[src/design/blcd_pkg.sv]
`default_nettype none
package blcd_pkg;

   // Configuration register indexes
   localparam logic [3:0] CSR_MIN_ON_MS    = 4'd0;
   localparam logic [3:0] CSR_MIN_OFF_MS   = 4'd1;
   localparam logic [3:0] CSR_HOLD_MS      = 4'd2;
   localparam logic [3:0] CSR_RISE_HARD_MV = 4'd3;
   localparam logic [3:0] CSR_RISE_SOFT_MV = 4'd4;
   localparam logic [3:0] CSR_FALL_HARD_MV = 4'd5;
   localparam logic [3:0] CSR_FALL_SOFT_MV = 4'd6;
   localparam logic [3:0] CSR_KEEP_DROP_MV = 4'd7;

   // Register reset values
   localparam logic [15:0] RST_MIN_ON_MS    = 16'd15000;
   localparam logic [15:0] RST_MIN_OFF_MS   = 16'd5000;
   localparam logic [23:0] RST_HOLD_MS      = 24'd180000;
   localparam logic [9:0]  RST_RISE_HARD_MV = 10'sd25;
   localparam logic [9:0]  RST_RISE_SOFT_MV = 10'sd15;
   localparam logic [9:0]  RST_FALL_HARD_MV = -10'sd70;
   localparam logic [9:0]  RST_FALL_SOFT_MV = -10'sd45;
   localparam logic [9:0]  RST_KEEP_DROP_MV = -10'sd10;

   // Voltage window and percent mapping
   localparam logic [12:0] MV_VALID_LO = 13'd2500;
   localparam logic [12:0] MV_VALID_HI = 13'd5000;
   localparam logic [12:0] MV_MAP_LO   = 13'd3300;
   localparam logic [12:0] MV_MAP_SPAN = 13'd900;
   // floor(x/9) for x <= 900 as (x * 7282) >> 16
   localparam logic [22:0] PCT_RECIP   = 23'd7282;

   // Moving average, alpha = 38/256, Q13.8
   localparam logic [29:0] EMA_KEEP    = 30'd218;
   localparam logic [29:0] EMA_NEW     = 30'd38;
   localparam logic [29:0] EMA_ROUND   = 30'd128;

   typedef struct packed {
      logic [15:0] on_time_min;
      logic [15:0] off_time_min;
      logic [23:0] hold_ms;
      logic [9:0]  rise_trip;
      logic [9:0]  rise_hint;
      logic [9:0]  fall_trip;
      logic [9:0]  fall_hint;
      logic [9:0]  sag_limit;
   } cfg_type;

   // One poll after filtering and the ring lookup
   typedef struct packed {
      logic        valid;
      logic        gauge_ok;
      logic        mv_ok;
      logic        full;
      logic [7:0]  gauge;
      logic [6:0]  map_pct;
      logic [12:0] mv;
      logic [31:0] now;
      logic [12:0] filt;
      logic [12:0] oldest;
   } poll_type;

   function automatic logic signed [13:0] sx14(input logic [9:0] v);
      return $signed({{4{v[9]}}, v});
   endfunction

   function automatic logic [7:0] bump(input logic [7:0] c);
      return (c == 8'hFF) ? c : c + 8'd1;
   endfunction

endpackage
`default_nettype wire

[src/design/blcd_ifs.sv]
`default_nettype none
interface blcd_req_if;
   logic        valid;
   logic        ready;
   logic [7:0]  gauge_percent;
   logic [12:0] cell_mv;
   logic [31:0] now_ms;
   modport source(output valid, gauge_percent, cell_mv, now_ms, input ready);
   modport sink(input valid, gauge_percent, cell_mv, now_ms, output ready);
endinterface

interface blcd_rsp_if;
   logic              valid;
   logic              ready;
   logic signed [7:0] battery_pct;
   logic              usb_present;
   logic              redraw;
   modport source(output valid, battery_pct, usb_present, redraw, input ready);
   modport sink(input valid, battery_pct, usb_present, redraw, output ready);
endinterface

interface blcd_csr_if;
   logic        valid;
   logic        ready;
   logic [3:0]  index;
   logic [23:0] data;
   modport source(output valid, index, data, input ready);
   modport sink(input valid, index, data, output ready);
endinterface
`default_nettype wire

[src/design/blcd_front.sv]
`default_nettype none
module blcd_front #(
   parameter int HISTORY_DEPTH = 10
) (
   input  wire logic              clock,
   input  wire logic              reset,
   blcd_req_if.sink               req,
   input  wire logic              pop,
   output blcd_pkg::poll_type     poll
);
   import blcd_pkg::*;

   localparam int POS_W = $clog2(HISTORY_DEPTH);
   localparam int CNT_W = $clog2(HISTORY_DEPTH + 1);

   logic [20:0]      ema_ff, ema_in, ema_base;
   logic [POS_W-1:0] pos_ff, pos_in;
   logic [CNT_W-1:0] cnt_ff, cnt_in;
   logic [29:0]      ema_sum;
   logic [21:0]      filt_sum;
   logic [12:0]      filt, map_x;
   logic [9:0]       map_c;
   logic [22:0]      map_prod;
   logic             mv_ok, gauge_ok, accept;
   logic             valid_ff;
   poll_type         poll_ff, poll_in;
   logic [12:0]      hist_mem [HISTORY_DEPTH];
   logic [12:0]      oldest_ff;

   assign req.ready = !valid_ff || pop;
   assign accept    = req.valid && req.ready;

   always_comb begin
      mv_ok    = (req.cell_mv >= MV_VALID_LO) && (req.cell_mv <= MV_VALID_HI);
      gauge_ok = req.gauge_percent inside {[8'd1:8'd100]};

      ema_base = (ema_ff == '0) ? {req.cell_mv, 8'd0} : ema_ff;
      ema_sum  = 30'(ema_base) * EMA_KEEP + 30'({req.cell_mv, 8'd0}) * EMA_NEW + EMA_ROUND;
      ema_in   = ema_sum[28:8];
      filt_sum = {1'b0, ema_in} + 22'd128;
      filt     = filt_sum[20:8];

      pos_in = (pos_ff == POS_W'(HISTORY_DEPTH - 1)) ? '0 : pos_ff + 1'b1;
      cnt_in = (cnt_ff == CNT_W'(HISTORY_DEPTH)) ? cnt_ff : cnt_ff + 1'b1;

      map_x    = (req.cell_mv > MV_MAP_LO) ? req.cell_mv - MV_MAP_LO : '0;
      map_c    = (map_x > MV_MAP_SPAN) ? MV_MAP_SPAN[9:0] : map_x[9:0];
      map_prod = 23'(map_c) * PCT_RECIP;

      poll_in          = '0;
      poll_in.valid    = 1'b1;
      poll_in.gauge_ok = gauge_ok;
      poll_in.mv_ok    = mv_ok;
      poll_in.full     = (cnt_in == CNT_W'(HISTORY_DEPTH));
      poll_in.gauge    = req.gauge_percent;
      poll_in.map_pct  = map_prod[22:16];
      poll_in.mv       = req.cell_mv;
      poll_in.now      = req.now_ms;
      poll_in.filt     = filt;
   end

   always_ff @(posedge clock) begin
      if (reset) begin
         valid_ff <= 1'b0;
         ema_ff   <= '0;
         pos_ff   <= '0;
         cnt_ff   <= '0;
      end else begin
         if (accept) begin
            valid_ff <= 1'b1;
         end else if (pop) begin
            valid_ff <= 1'b0;
         end
         if (accept && mv_ok) begin
            ema_ff <= ema_in;
            pos_ff <= pos_in;
            cnt_ff <= cnt_in;
         end
      end
   end

   // Ring: write newest at pos, read oldest at the slot after it
   always_ff @(posedge clock) begin
      if (accept && mv_ok) begin
         hist_mem[pos_ff] <= filt;
      end
      if (accept) begin
         oldest_ff <= hist_mem[pos_in];
         poll_ff   <= poll_in;
      end
   end

   always_comb begin
      poll        = poll_ff;
      poll.valid  = valid_ff;
      poll.oldest = oldest_ff;
   end

endmodule
`default_nettype wire

[src/design/blcd_decide.sv]
`default_nettype none
module blcd_decide #(
   parameter int NEED_EVIDENCE = 3
) (
   input  wire logic              clock,
   input  wire logic              reset,
   input  wire blcd_pkg::poll_type poll,
   input  wire blcd_pkg::cfg_type  cfg,
   output logic                   pop,
   blcd_rsp_if.source             rsp
);
   import blcd_pkg::*;

   localparam logic [7:0] NEED = 8'(NEED_EVIDENCE);

   logic              usb_ff, usb_in;
   logic [31:0]       hold_ff, hold_in;
   logic [31:0]       flip_ff, flip_in;
   logic [7:0]        rise_ff, rise_in;
   logic [7:0]        fall_ff, fall_in;
   logic signed [7:0] shown_pct_ff, pct;
   logic [12:0]       shown_mv_ff, mv_state;
   logic              shown_valid_ff;
   logic              changed, set_on, set_off;
   logic signed [13:0] delta;
   logic [31:0]       dt, hold_at;
   logic              on_long, off_short, hold_done;
   logic              out_valid_ff;
   logic signed [7:0] out_pct_ff;
   logic              out_usb_ff, out_redraw_ff;

   assign pop = poll.valid && (!out_valid_ff || rsp.ready);

   always_comb begin
      delta     = $signed({1'b0, poll.filt}) - $signed({1'b0, poll.oldest});
      dt        = poll.now - flip_ff;
      on_long   = dt >= {16'd0, cfg.on_time_min};
      off_short = dt < {16'd0, cfg.off_time_min};
      hold_done = poll.now >= hold_ff;
      hold_at   = poll.now + {8'd0, cfg.hold_ms};

      usb_in  = usb_ff;
      hold_in = hold_ff;
      flip_in = flip_ff;
      rise_in = rise_ff;
      fall_in = fall_ff;
      set_on  = 1'b0;
      set_off = 1'b0;

      if (poll.mv_ok) begin
         if (poll.full) begin
            if (!usb_ff) begin
               if (off_short) begin
                  rise_in = '0;
               end else if (delta >= sx14(cfg.rise_trip)) begin
                  set_on = 1'b1;
               end else begin
                  rise_in = (delta >= sx14(cfg.rise_hint)) ? bump(rise_ff) : '0;
                  set_on  = (rise_in >= NEED);
               end
            end else if (delta > sx14(cfg.sag_limit)) begin
               hold_in = hold_at;
               fall_in = '0;
            end else if ((delta <= sx14(cfg.fall_trip)) && on_long) begin
               set_off = 1'b1;
            end else begin
               fall_in = (delta <= sx14(cfg.fall_hint)) ? bump(fall_ff) : '0;
               set_off = on_long && hold_done && (fall_in >= NEED);
            end
         end
      end else if (usb_ff && hold_done) begin
         set_off = 1'b1;
      end

      if (set_on) begin
         usb_in  = 1'b1;
         hold_in = hold_at;
         flip_in = poll.now;
         rise_in = '0;
         fall_in = '0;
      end
      if (set_off) begin
         usb_in  = 1'b0;
         flip_in = poll.now;
         rise_in = '0;
         fall_in = '0;
      end

      if (poll.gauge_ok) begin
         pct = $signed(poll.gauge);
      end else if (poll.mv_ok) begin
         pct = $signed({1'b0, poll.map_pct});
      end else if ((shown_pct_ff < 8'sd0) || (shown_pct_ff > 8'sd100)) begin
         pct = -8'sd1;
      end else begin
         pct = shown_pct_ff;
      end

      mv_state = poll.mv_ok ? poll.mv : shown_mv_ff;
      changed  = !shown_valid_ff || (pct != shown_pct_ff) || (mv_state != shown_mv_ff)
                 || (usb_in != usb_ff);
   end

   always_ff @(posedge clock) begin
      if (reset) begin
         usb_ff         <= 1'b0;
         hold_ff        <= '0;
         flip_ff        <= '0;
         rise_ff        <= '0;
         fall_ff        <= '0;
         shown_pct_ff   <= -8'sd1;
         shown_mv_ff    <= '0;
         shown_valid_ff <= 1'b0;
         out_valid_ff   <= 1'b0;
      end else begin
         if (pop) begin
            usb_ff       <= usb_in;
            hold_ff      <= hold_in;
            flip_ff      <= flip_in;
            rise_ff      <= rise_in;
            fall_ff      <= fall_in;
            out_valid_ff <= 1'b1;
            if (changed) begin
               shown_pct_ff   <= pct;
               shown_mv_ff    <= mv_state;
               shown_valid_ff <= 1'b1;
            end
         end else if (rsp.ready) begin
            out_valid_ff <= 1'b0;
         end
      end
   end

   always_ff @(posedge clock) begin
      if (pop) begin
         out_pct_ff    <= changed ? pct : shown_pct_ff;
         out_usb_ff    <= usb_in;
         out_redraw_ff <= changed;
      end
   end

   assign rsp.valid       = out_valid_ff;
   assign rsp.battery_pct = out_pct_ff;
   assign rsp.usb_present = out_usb_ff;
   assign rsp.redraw      = out_redraw_ff;

endmodule
`default_nettype wire

[src/design/battery_level_and_charger_detect.sv]
// An accepted transaction is registered in the decision stage and then in the output
// register that drives rsp. Throughput: one poll per cycle while rsp is not stalled;
// the filter, the ring write and the read of the oldest ring entry all happen in the
// accept cycle, in a single-port-write ring memory.
// A stalled result holds one poll in the decision stage and one in the output register.
// Reset (synchronous, active high) clears filter, ring pointers, USB state and registers.
`default_nettype none
module battery_level_and_charger_detect #(
   parameter int HISTORY_DEPTH = 10,
   parameter int NEED_EVIDENCE = 3
) (
   input  wire logic  clock,
   input  wire logic  reset,
   blcd_req_if.sink   req_ch,
   blcd_rsp_if.source rsp_ch,
   blcd_csr_if.sink   csr_ch
);
   import blcd_pkg::*;

   cfg_type  cfg_ff;
   poll_type poll;
   logic     pop;

   assign csr_ch.ready = 1'b1;

   always_ff @(posedge clock) begin
      if (reset) begin
         cfg_ff.on_time_min  <= RST_MIN_ON_MS;
         cfg_ff.off_time_min <= RST_MIN_OFF_MS;
         cfg_ff.hold_ms      <= RST_HOLD_MS;
         cfg_ff.rise_trip    <= RST_RISE_HARD_MV;
         cfg_ff.rise_hint    <= RST_RISE_SOFT_MV;
         cfg_ff.fall_trip    <= RST_FALL_HARD_MV;
         cfg_ff.fall_hint    <= RST_FALL_SOFT_MV;
         cfg_ff.sag_limit    <= RST_KEEP_DROP_MV;
      end else if (csr_ch.valid) begin
         case (csr_ch.index)
            CSR_MIN_ON_MS:    cfg_ff.on_time_min  <= csr_ch.data[15:0];
            CSR_MIN_OFF_MS:   cfg_ff.off_time_min <= csr_ch.data[15:0];
            CSR_HOLD_MS:      cfg_ff.hold_ms      <= csr_ch.data;
            CSR_RISE_HARD_MV: cfg_ff.rise_trip    <= csr_ch.data[9:0];
            CSR_RISE_SOFT_MV: cfg_ff.rise_hint    <= csr_ch.data[9:0];
            CSR_FALL_HARD_MV: cfg_ff.fall_trip    <= csr_ch.data[9:0];
            CSR_FALL_SOFT_MV: cfg_ff.fall_hint    <= csr_ch.data[9:0];
            CSR_KEEP_DROP_MV: cfg_ff.sag_limit    <= csr_ch.data[9:0];
            default: ;
         endcase
      end
   end

   blcd_front #(
      .HISTORY_DEPTH(HISTORY_DEPTH)
   ) u_front (
      .clock(clock),
      .reset(reset),
      .req(req_ch),
      .pop(pop),
      .poll(poll)
   );

   blcd_decide #(
      .NEED_EVIDENCE(NEED_EVIDENCE)
   ) u_decide (
      .clock(clock),
      .reset(reset),
      .poll(poll),
      .cfg(cfg_ff),
      .pop(pop),
      .rsp(rsp_ch)
   );

   // accepted transaction lands in the decision stage
   a_accept_lands: assert property (@(posedge clock) disable iff (reset)
      req_ch.valid && req_ch.ready |=> poll.valid)
      else $error("accepted poll missing from decision stage");

   // a blocked decision stage keeps its poll
   a_stage_holds: assert property (@(posedge clock) disable iff (reset)
      poll.valid && !pop |=> poll.valid && $stable(poll.now) && $stable(poll.filt))
      else $error("decision stage changed while blocked");

   // with nothing pending, a taken result empties the output
   a_out_drains: assert property (@(posedge clock) disable iff (reset)
      rsp_ch.valid && rsp_ch.ready && !poll.valid |=> !rsp_ch.valid)
      else $error("result repeated");

   // a decision is taken only into a free or draining output
   a_pop_room: assert property (@(posedge clock) disable iff (reset)
      pop |-> !rsp_ch.valid || rsp_ch.ready)
      else $error("result overwritten");

endmodule
`default_nettype wire

[src/flat_wrapper.sv]
// flat-port wrapper written by rule: the top's interface ports become plain ports
module battery_level_and_charger_detect_flat import blcd_pkg::*;
#(
   parameter int HISTORY_DEPTH = 10,
   parameter int NEED_EVIDENCE = 3
)
  (clock, reset, req_ch_valid, req_ch_gauge_percent, req_ch_cell_mv, req_ch_now_ms, req_ch_ready, rsp_ch_valid, rsp_ch_battery_pct, rsp_ch_usb_present, rsp_ch_redraw, rsp_ch_ready, csr_ch_valid, csr_ch_index, csr_ch_data, csr_ch_ready);
  blcd_req_if req_ch_i ();
  blcd_rsp_if rsp_ch_i ();
  blcd_csr_if csr_ch_i ();
  input  wire logic clock;
  input  wire logic reset;
  input wire logic [$bits(req_ch_i.valid)-1:0] req_ch_valid;
  input wire logic [$bits(req_ch_i.gauge_percent)-1:0] req_ch_gauge_percent;
  input wire logic [$bits(req_ch_i.cell_mv)-1:0] req_ch_cell_mv;
  input wire logic [$bits(req_ch_i.now_ms)-1:0] req_ch_now_ms;
  output wire logic [$bits(req_ch_i.ready)-1:0] req_ch_ready;
  output wire logic [$bits(rsp_ch_i.valid)-1:0] rsp_ch_valid;
  output wire logic [$bits(rsp_ch_i.battery_pct)-1:0] rsp_ch_battery_pct;
  output wire logic [$bits(rsp_ch_i.usb_present)-1:0] rsp_ch_usb_present;
  output wire logic [$bits(rsp_ch_i.redraw)-1:0] rsp_ch_redraw;
  input wire logic [$bits(rsp_ch_i.ready)-1:0] rsp_ch_ready;
  input wire logic [$bits(csr_ch_i.valid)-1:0] csr_ch_valid;
  input wire logic [$bits(csr_ch_i.index)-1:0] csr_ch_index;
  input wire logic [$bits(csr_ch_i.data)-1:0] csr_ch_data;
  output wire logic [$bits(csr_ch_i.ready)-1:0] csr_ch_ready;
  assign req_ch_i.valid = req_ch_valid;
  assign req_ch_i.gauge_percent = req_ch_gauge_percent;
  assign req_ch_i.cell_mv = req_ch_cell_mv;
  assign req_ch_i.now_ms = req_ch_now_ms;
  assign req_ch_ready = req_ch_i.ready;
  assign rsp_ch_valid = rsp_ch_i.valid;
  assign rsp_ch_battery_pct = rsp_ch_i.battery_pct;
  assign rsp_ch_usb_present = rsp_ch_i.usb_present;
  assign rsp_ch_redraw = rsp_ch_i.redraw;
  assign rsp_ch_i.ready = rsp_ch_ready;
  assign csr_ch_i.valid = csr_ch_valid;
  assign csr_ch_i.index = csr_ch_index;
  assign csr_ch_i.data = csr_ch_data;
  assign csr_ch_ready = csr_ch_i.ready;
  battery_level_and_charger_detect #(.HISTORY_DEPTH(HISTORY_DEPTH), .NEED_EVIDENCE(NEED_EVIDENCE)) u_core (.clock(clock), .reset(reset), .req_ch(req_ch_i), .rsp_ch(rsp_ch_i), .csr_ch(csr_ch_i));
endmodule
[config.mk]
export PLATFORM = sky130hd
export DESIGN_NAME = battery_level_and_charger_detect_flat
export DESIGN_NICKNAME = d
export VERILOG_FILES = /design/src/design/blcd_pkg.sv /design/src/design/blcd_ifs.sv /design/src/design/blcd_front.sv /design/src/design/blcd_decide.sv /design/src/design/battery_level_and_charger_detect.sv /design/src/flat_wrapper.sv
export SDC_FILE = /design/constraint.sdc
export NUM_CORES = 1
export LEC_CHECK = 0
export BUFFER_PORTS_ARGS = -buffer_cell sky130_fd_sc_hd__buf_2
export CORE_AREA = 2 2 227 229
export DETAILED_ROUTE_END_ITERATION = 8
export DIE_AREA = 0 0 229 231
export PLACE_DENSITY = 0.86
export SYNTH_ARGS = -nofsm -noshare
export SYNTH_HDL_FRONTEND = slang
export SYNTH_SLANG_ARGS = --single-unit
[constraint.sdc]
create_clock -name clock -period 9.93 [get_ports clock]
set_clock_uncertainty 0.15 [all_clocks]
set_input_delay 2.4825 -clock clock [delete_from_list [all_inputs] [get_ports clock]]
set_output_delay 2.4825 -clock clock [all_outputs]
set_load 0.1 [all_outputs]
==> results of run 1 <==
## stage by stage
| stage | instances | setup TNS [ps] | instance area [um2] |
|---|---|---|---|
| 6_report | 4141 | 0 | 34900 |
| 4_1_cts | 4141 | 0 | 34800 |
| 3_3_place_gp | 4051 | 0 | 33200 |
| 2_1_floorplan | 3337 | 0 | 31900 |
| 5_1_grt | 4141 | 0 | 34900 |
| 3_5_place_dp | 4051 | -3820 | 33200 |
## layout make-up
cell class / count / area [um2] / area share
clock inverter: 25 / 253 / 0.00725
clock buffer: 65 / 1350 / 0.0387
inverter: 415 / 1560 / 0.0447
multi-input combinational: 2341 / 18300 / 0.525
tap: 680 / 851 / 0.0244
sequential: 469 / 11700 / 0.335
timing repair buffer: 146 / 860 / 0.0247
## registers in the layout, indices dropped and copies added, names as in the netlist, 4 cells and up
signal / count
u_core.u_decide.hold_ff: 32
u_core.u_decide.shown_pct_ff: 8
u_core.u_front.pos_ff: 4
u_core.u_decide.rsp.battery_pct: 8
u_core.u_decide.shown_mv_ff: 13
u_core.u_decide.rise_ff: 8
u_core.u_front.hist_mem: 130
u_core.u_decide.flip_ff: 32
u_core.cfg_ff: 106
u_core.u_front.oldest_ff: 13
u_core.u_front.cnt_ff: 4
u_core.u_front.poll: 76
u_core.u_decide.fall_ff: 8
u_core.u_front.ema_ff: 21
## worst max path at each step
stage                            from                             end  slack, ps  cells after the start
global placement    req_ch_cell_mv[1]  u_core.u_front.hist_mem[8][12]        100                     33
detailed placement  req_ch_cell_mv[1]  u_core.u_front.hist_mem[4][12]       -300                     33
global route        req_ch_cell_mv[1]         u_core.u_front.poll[25]        110                     33
finish              req_ch_cell_mv[1]  u_core.u_front.hist_mem[4][12]        430                     33
CTS                 req_ch_cell_mv[1]         u_core.u_front.poll[25]        300                     33
floorplan           req_ch_cell_mv[1]  u_core.u_front.hist_mem[0][12]        760                     31
## kinds of logic after synthesis
logic type	count (synthesis)	share of synthesized area
AND/OR/NAND/NOR	907	0.134
AO/OA/AOI/OAI	644	0.130
buffers and inverters	527	0.0632
flip-flops	469	0.367
adder cells (fa/ha/maj)	465	0.201
XOR/XNOR	187	0.0514
multiplexers	137	0.0539
other	1	0.000118
## critical path, delay by kind of cell
kind	cells	cell delay, ps
compound gates	12	2570
fa+ha+maj	5	1930
simple gates	6	920
xor+xnor	5	1200
buf+inv	5	540
## metal layers
layer | vias to the layer above | wire length [um]
li1 | 11800 | -
met1 | 11700 | 31400
met2 | 903 | 36700
met3 | 192 | 4710
met4 | 0 | 2830
met5 | - | 0
## layout by cell type, fill, tap and decap left out, types with 29 or more instances in the layout
master / n
mux2i_1: 93
edfxtp_1: 229
fa_1: 77
buf_2: 96
a21o_1: 68
o21a_1: 29
clkbuf_16: 50
a211o_1: 42
nand3b_1: 32
xnor2_1: 115
xor2_1: 68
a21oi_1: 227
inv_1: 414
o21ai_0: 111
dfxtp_1: 239
ha_1: 387
nand2b_1: 38
nand3_1: 46
nor3_1: 45
nor2b_1: 32
buf_4: 49
and3_1: 29
nand4_1: 44
nor2_1: 248
nand2_1: 305
==> flow_summary.ini, run 1 <==
[outcome]
status = finished, final reports clean

[synthesis]
synth_seq_cells = 469
synth_edf_count = 229
netlist_instances = 3337
yosysSeqAreaShare = 0.367
yosysWarningCount = 0
yosys_most_used_dff = dfxtp_1
synth_top_area_frac = 0.216
synthesis.nets = 3887
ys_top_cells_by_area = edfxtp_1 (22%), ha_1 (15%), dfxtp_1 (15%)
async_flop_share = 0
syn_area_um2 = 31900
synth_common_cells = inv_1 (414), ha_1 (387), nand2_1 (305), nor2_1 (248), dfxtp_1 (240)
syn-mean-instance-area_um2 = 9.55
yosysMostFrequentCell = inv_1
ys_types = 88
synth_top_area_cell = edfxtp_1

[worst_setup_path]
crit_arrival_ps = 9660
r2r_cells = 35
cpMaxStageDelayCell = xnor2_2
r2r-start = u_core.u_front.ema_ff[2]
worst_ep_required_time_ps = 10090
path_class = in -> reg
r2r_end = u_core.u_front.hist_mem[4][12]
cp_common_cell = xnor2_1
end_kind = flop
crit_fanout = 11
startpoint_type = input port
reg2reg_slack_ps = 1160
slowest_delay_ps = 520

[finish]
drive_gt1_frac = 0.0878
n_antenna_cell = 0
fin_util = 0.688
area_delta_synth_final_pct = 9.37
n_fill_cell = 3729
layout.nets = 3971

[floorplan]
dieHeight_um = 231
rows = 83
initial_core_util = 0.629
die_area_um2 = 52900
pin_count = 99
die_w_um = 229
core_area_um2 = 50700

[clocking]
clk_latency_ps = 610
cts_tree = yes
cts_sinks = 469
cts_repair_resize_count = 0
postCtsHoldBufs = 0
h-tree-depth = 2
cts-root-buf = clkbuf_16
postCtsSetupBuffers = 0
cts_buffers = 48
clk_pin_slew_ps = 60
cts_buffer_depth = 3

[worst_hold_path]
min_path_type = reg -> reg
hold_depth = 2
hold_start = u_core.cfg_ff[92]
min_to = u_core.cfg_ff[92]

[timing]
max_freq_mhz = 105
slew-limit-headroom = 0.203
finalSetupViolCount = 0
layout_setup_ws_ps = 426
timing.final.crit_share = 0.957
rsz0062_at_grt = false
tightestPinTransition_ps = 1190
slew_viol_final = 0
finalHoldViolCount = 0
hold-worst-slack_ps = 303
period_needed_ps = 9500

[global_route]
antenna_found_initial = 0
track_usage = 0.284
grt_max_degree = 102
use_met3 = 0.0311
met2_usage = 0.495
grt_pass1_wl_um = 122000
grt-ovfl-total = 0
grt.busiest_layer = met2
grt.met1_usage = 0.360
grt_pass1_vias = 24500

[detailed_routing]
vias = 24600
firstDrtPassIters = 5
viasPerCell = 5.94
totalWireLength_um = 75600
drt-wirelength-per-cell_um = 18.3
final_antenna_net_count = 0
drcViolationCount = 0
drtIter0Drc = 2034

[place]
dp_slack_ps = -302
io_buffers = 97
gpl.final_weighted_congestion = 0.947
hpwl_um = 54000

[job]
cap_violations = 0
Power of run 1 is left out: the tool's default activity adds up to more than one toggle a clock period on the data nets, which glitch-free logic cannot reach.
==> run 2: changes to the inputs <==
--- a/config.mk
+++ b/config.mk
@@ -10,6 +10,7 @@
 export DETAILED_ROUTE_END_ITERATION = 8
 export DIE_AREA = 0 0 229 231
 export PLACE_DENSITY = 0.86
+export RECOVER_POWER = 100
 export SYNTH_ARGS = -nofsm -noshare
 export SYNTH_HDL_FRONTEND = slang
 export SYNTH_SLANG_ARGS = --single-unit
==> run 2 against run 1 <==
Compared with the run above: the run now ends with max-capacitance violations, max-slew violations left; via count increased by 0.20%; register-to-register slack improved by 40 ps; hold slack better by 1.1 ps; non-clock buffer count unchanged; first-iteration DRC count up 1.9%; critical path depth is the same; count of clock-buffer cells in the layout stayed put; final cell count stayed put; critical path type unchanged; largest cell class unchanged.
==> flow_summary.ini, run 2 (synthesis results as in run 1) <==
[finish]
n_antenna_cell = 0
layout_common_cells = inv_1 (414), ha_1 (387), nand2_1 (305)
area_delta_synth_final_pct = 8.65
final_area_um2 = 34600
mostFrequentLayoutCell = inv_1
layout.nets = 3971
fin_cells = 4141
drive_gt1_frac = 0.0667
largest_reg_flops = 130
n_fill_cell = 3819
top_register = u_core.u_front.hist_mem

[timing]
tightestPinTransition_ps = 4600
period_needed_ps = 9460
slew-limit-headroom = -2.07
layout_setup_ws_ps = 468
timing.final.crit_share = 0.953
slew_viol_final = 492
rsz0062_at_grt = false
finalHoldViolCount = 0
finalSetupViolCount = 0
hold-worst-slack_ps = 304
max_freq_mhz = 106

[clocking]
h-tree-depth = 2
postCtsSetupBuffers = 0
cts-root-buf = clkbuf_16
cts_sinks = 469
cts_tree = yes
clk_latency_ps = 600
cts_buffer_depth = 3
cts_buffers = 48
clk_pin_slew_ps = 60

[global_route]
antenna_found_initial = 0
grt_max_degree = 102
grt_pass1_wl_um = 122000
grt-ovfl-total = 0
track_usage = 0.284
grt_pass1_vias = 24500

[worst_setup_path]
cp_common_cell = xnor2_1
path_class = in -> reg
crit_arrival_ps = 9630
end_kind = flop
startpoint_type = input port
worst_ep_required_time_ps = 10100
crit_fanout = 11
cpMaxStageDelayCell = fa_1
reg2reg_slack_ps = 1200
slowest_delay_ps = 500

[place]
io_buffers = 97
hpwl_um = 54000
placed_cells_incl_taps = 4051
gpl.final_weighted_congestion = 0.947
dp_slack_ps = -302
dpl_cell_area_um2 = 33200

[floorplan]
core_area_um2 = 50700
pin_count = 99
die_w_um = 229
initial_core_util = 0.629
rows = 83
dieHeight_um = 231
die_area_um2 = 52900

[detailed_routing]
vias = 24700
final_antenna_net_count = 0
firstDrtPassIters = 6
drtIter0Drc = 2072
totalWireLength_um = 75600
viasPerCell = 5.95
drcViolationCount = 0
drt-wirelength-per-cell_um = 18.3

[outcome]
status = finished, violations left
violations = max-capacitance violations, max-slew violations

[worst_hold_path]
min_path_type = reg -> reg

[job]
cap_violations = 9
-- run 2: changes by cell type in the layout (fill, tap and decap cells not counted), sizes merged --
cell	before	now
clkbuf	65	128
buf	146	83
-- run 2: timing repair --
item | CTS | global route
hold endpoints to repair | 0 | 0
gates resized for setup | 0 | 3
endpoints found under the setup margin | 0 | 33
hold buffers | 0 | 0
-- run 2: routing by layer --
metal,vias up,wire length [um],GRT usage
li1,11800,-,-
met1,11800,31300,0.360
met2,909,36500,0.495
met3,209,4690,0.0311
met4,0,3040,0.117
met5,-,0,0
-- run 2: cell type report --
cell class,count,area [um2],area share
inverters,415,1560,0.0450
clock buffers,65,1350,0.0389
flip-flops and latches,469,11700,0.337
multi-input cells,2341,18200,0.527
well taps,680,851,0.0246
clock inverters,25,253,0.00730
repair buffers,146,692,0.0200
-- run 2: critical path: cells and delay by family --
kind                     cells  cell delay (ps)
AO/OA/AOI/OAI               12             2530
AND/OR/NAND/NOR              5              790
XOR/XNOR                     5             1160
adder cells (fa/ha/maj)      5             1930
buffers and inverters        6              720
-- run 2: worst paths after layout --
kind,start,to,depth (start not counted)
max reg2reg,u_core.u_front.ema_ff[2],u_core.u_front.hist_mem[9][10],35
max,req_ch_cell_mv[1],u_core.u_front.hist_mem[9][10],33
min reg2reg,u_core.cfg_ff[92],u_core.cfg_ff[92],2
min,u_core.cfg_ff[92],u_core.cfg_ff[92],2
-- run 2: stage by stage --
stage	utilization	TNS (ps)
6_report	0.683	0
3_5_place_dp	0.656	-3820
4_1_cts	0.687	0
2_1_floorplan	-	0
5_1_grt	0.683	0
3_3_place_gp	0.656	0
Power of run 2 is left out for the same reason.
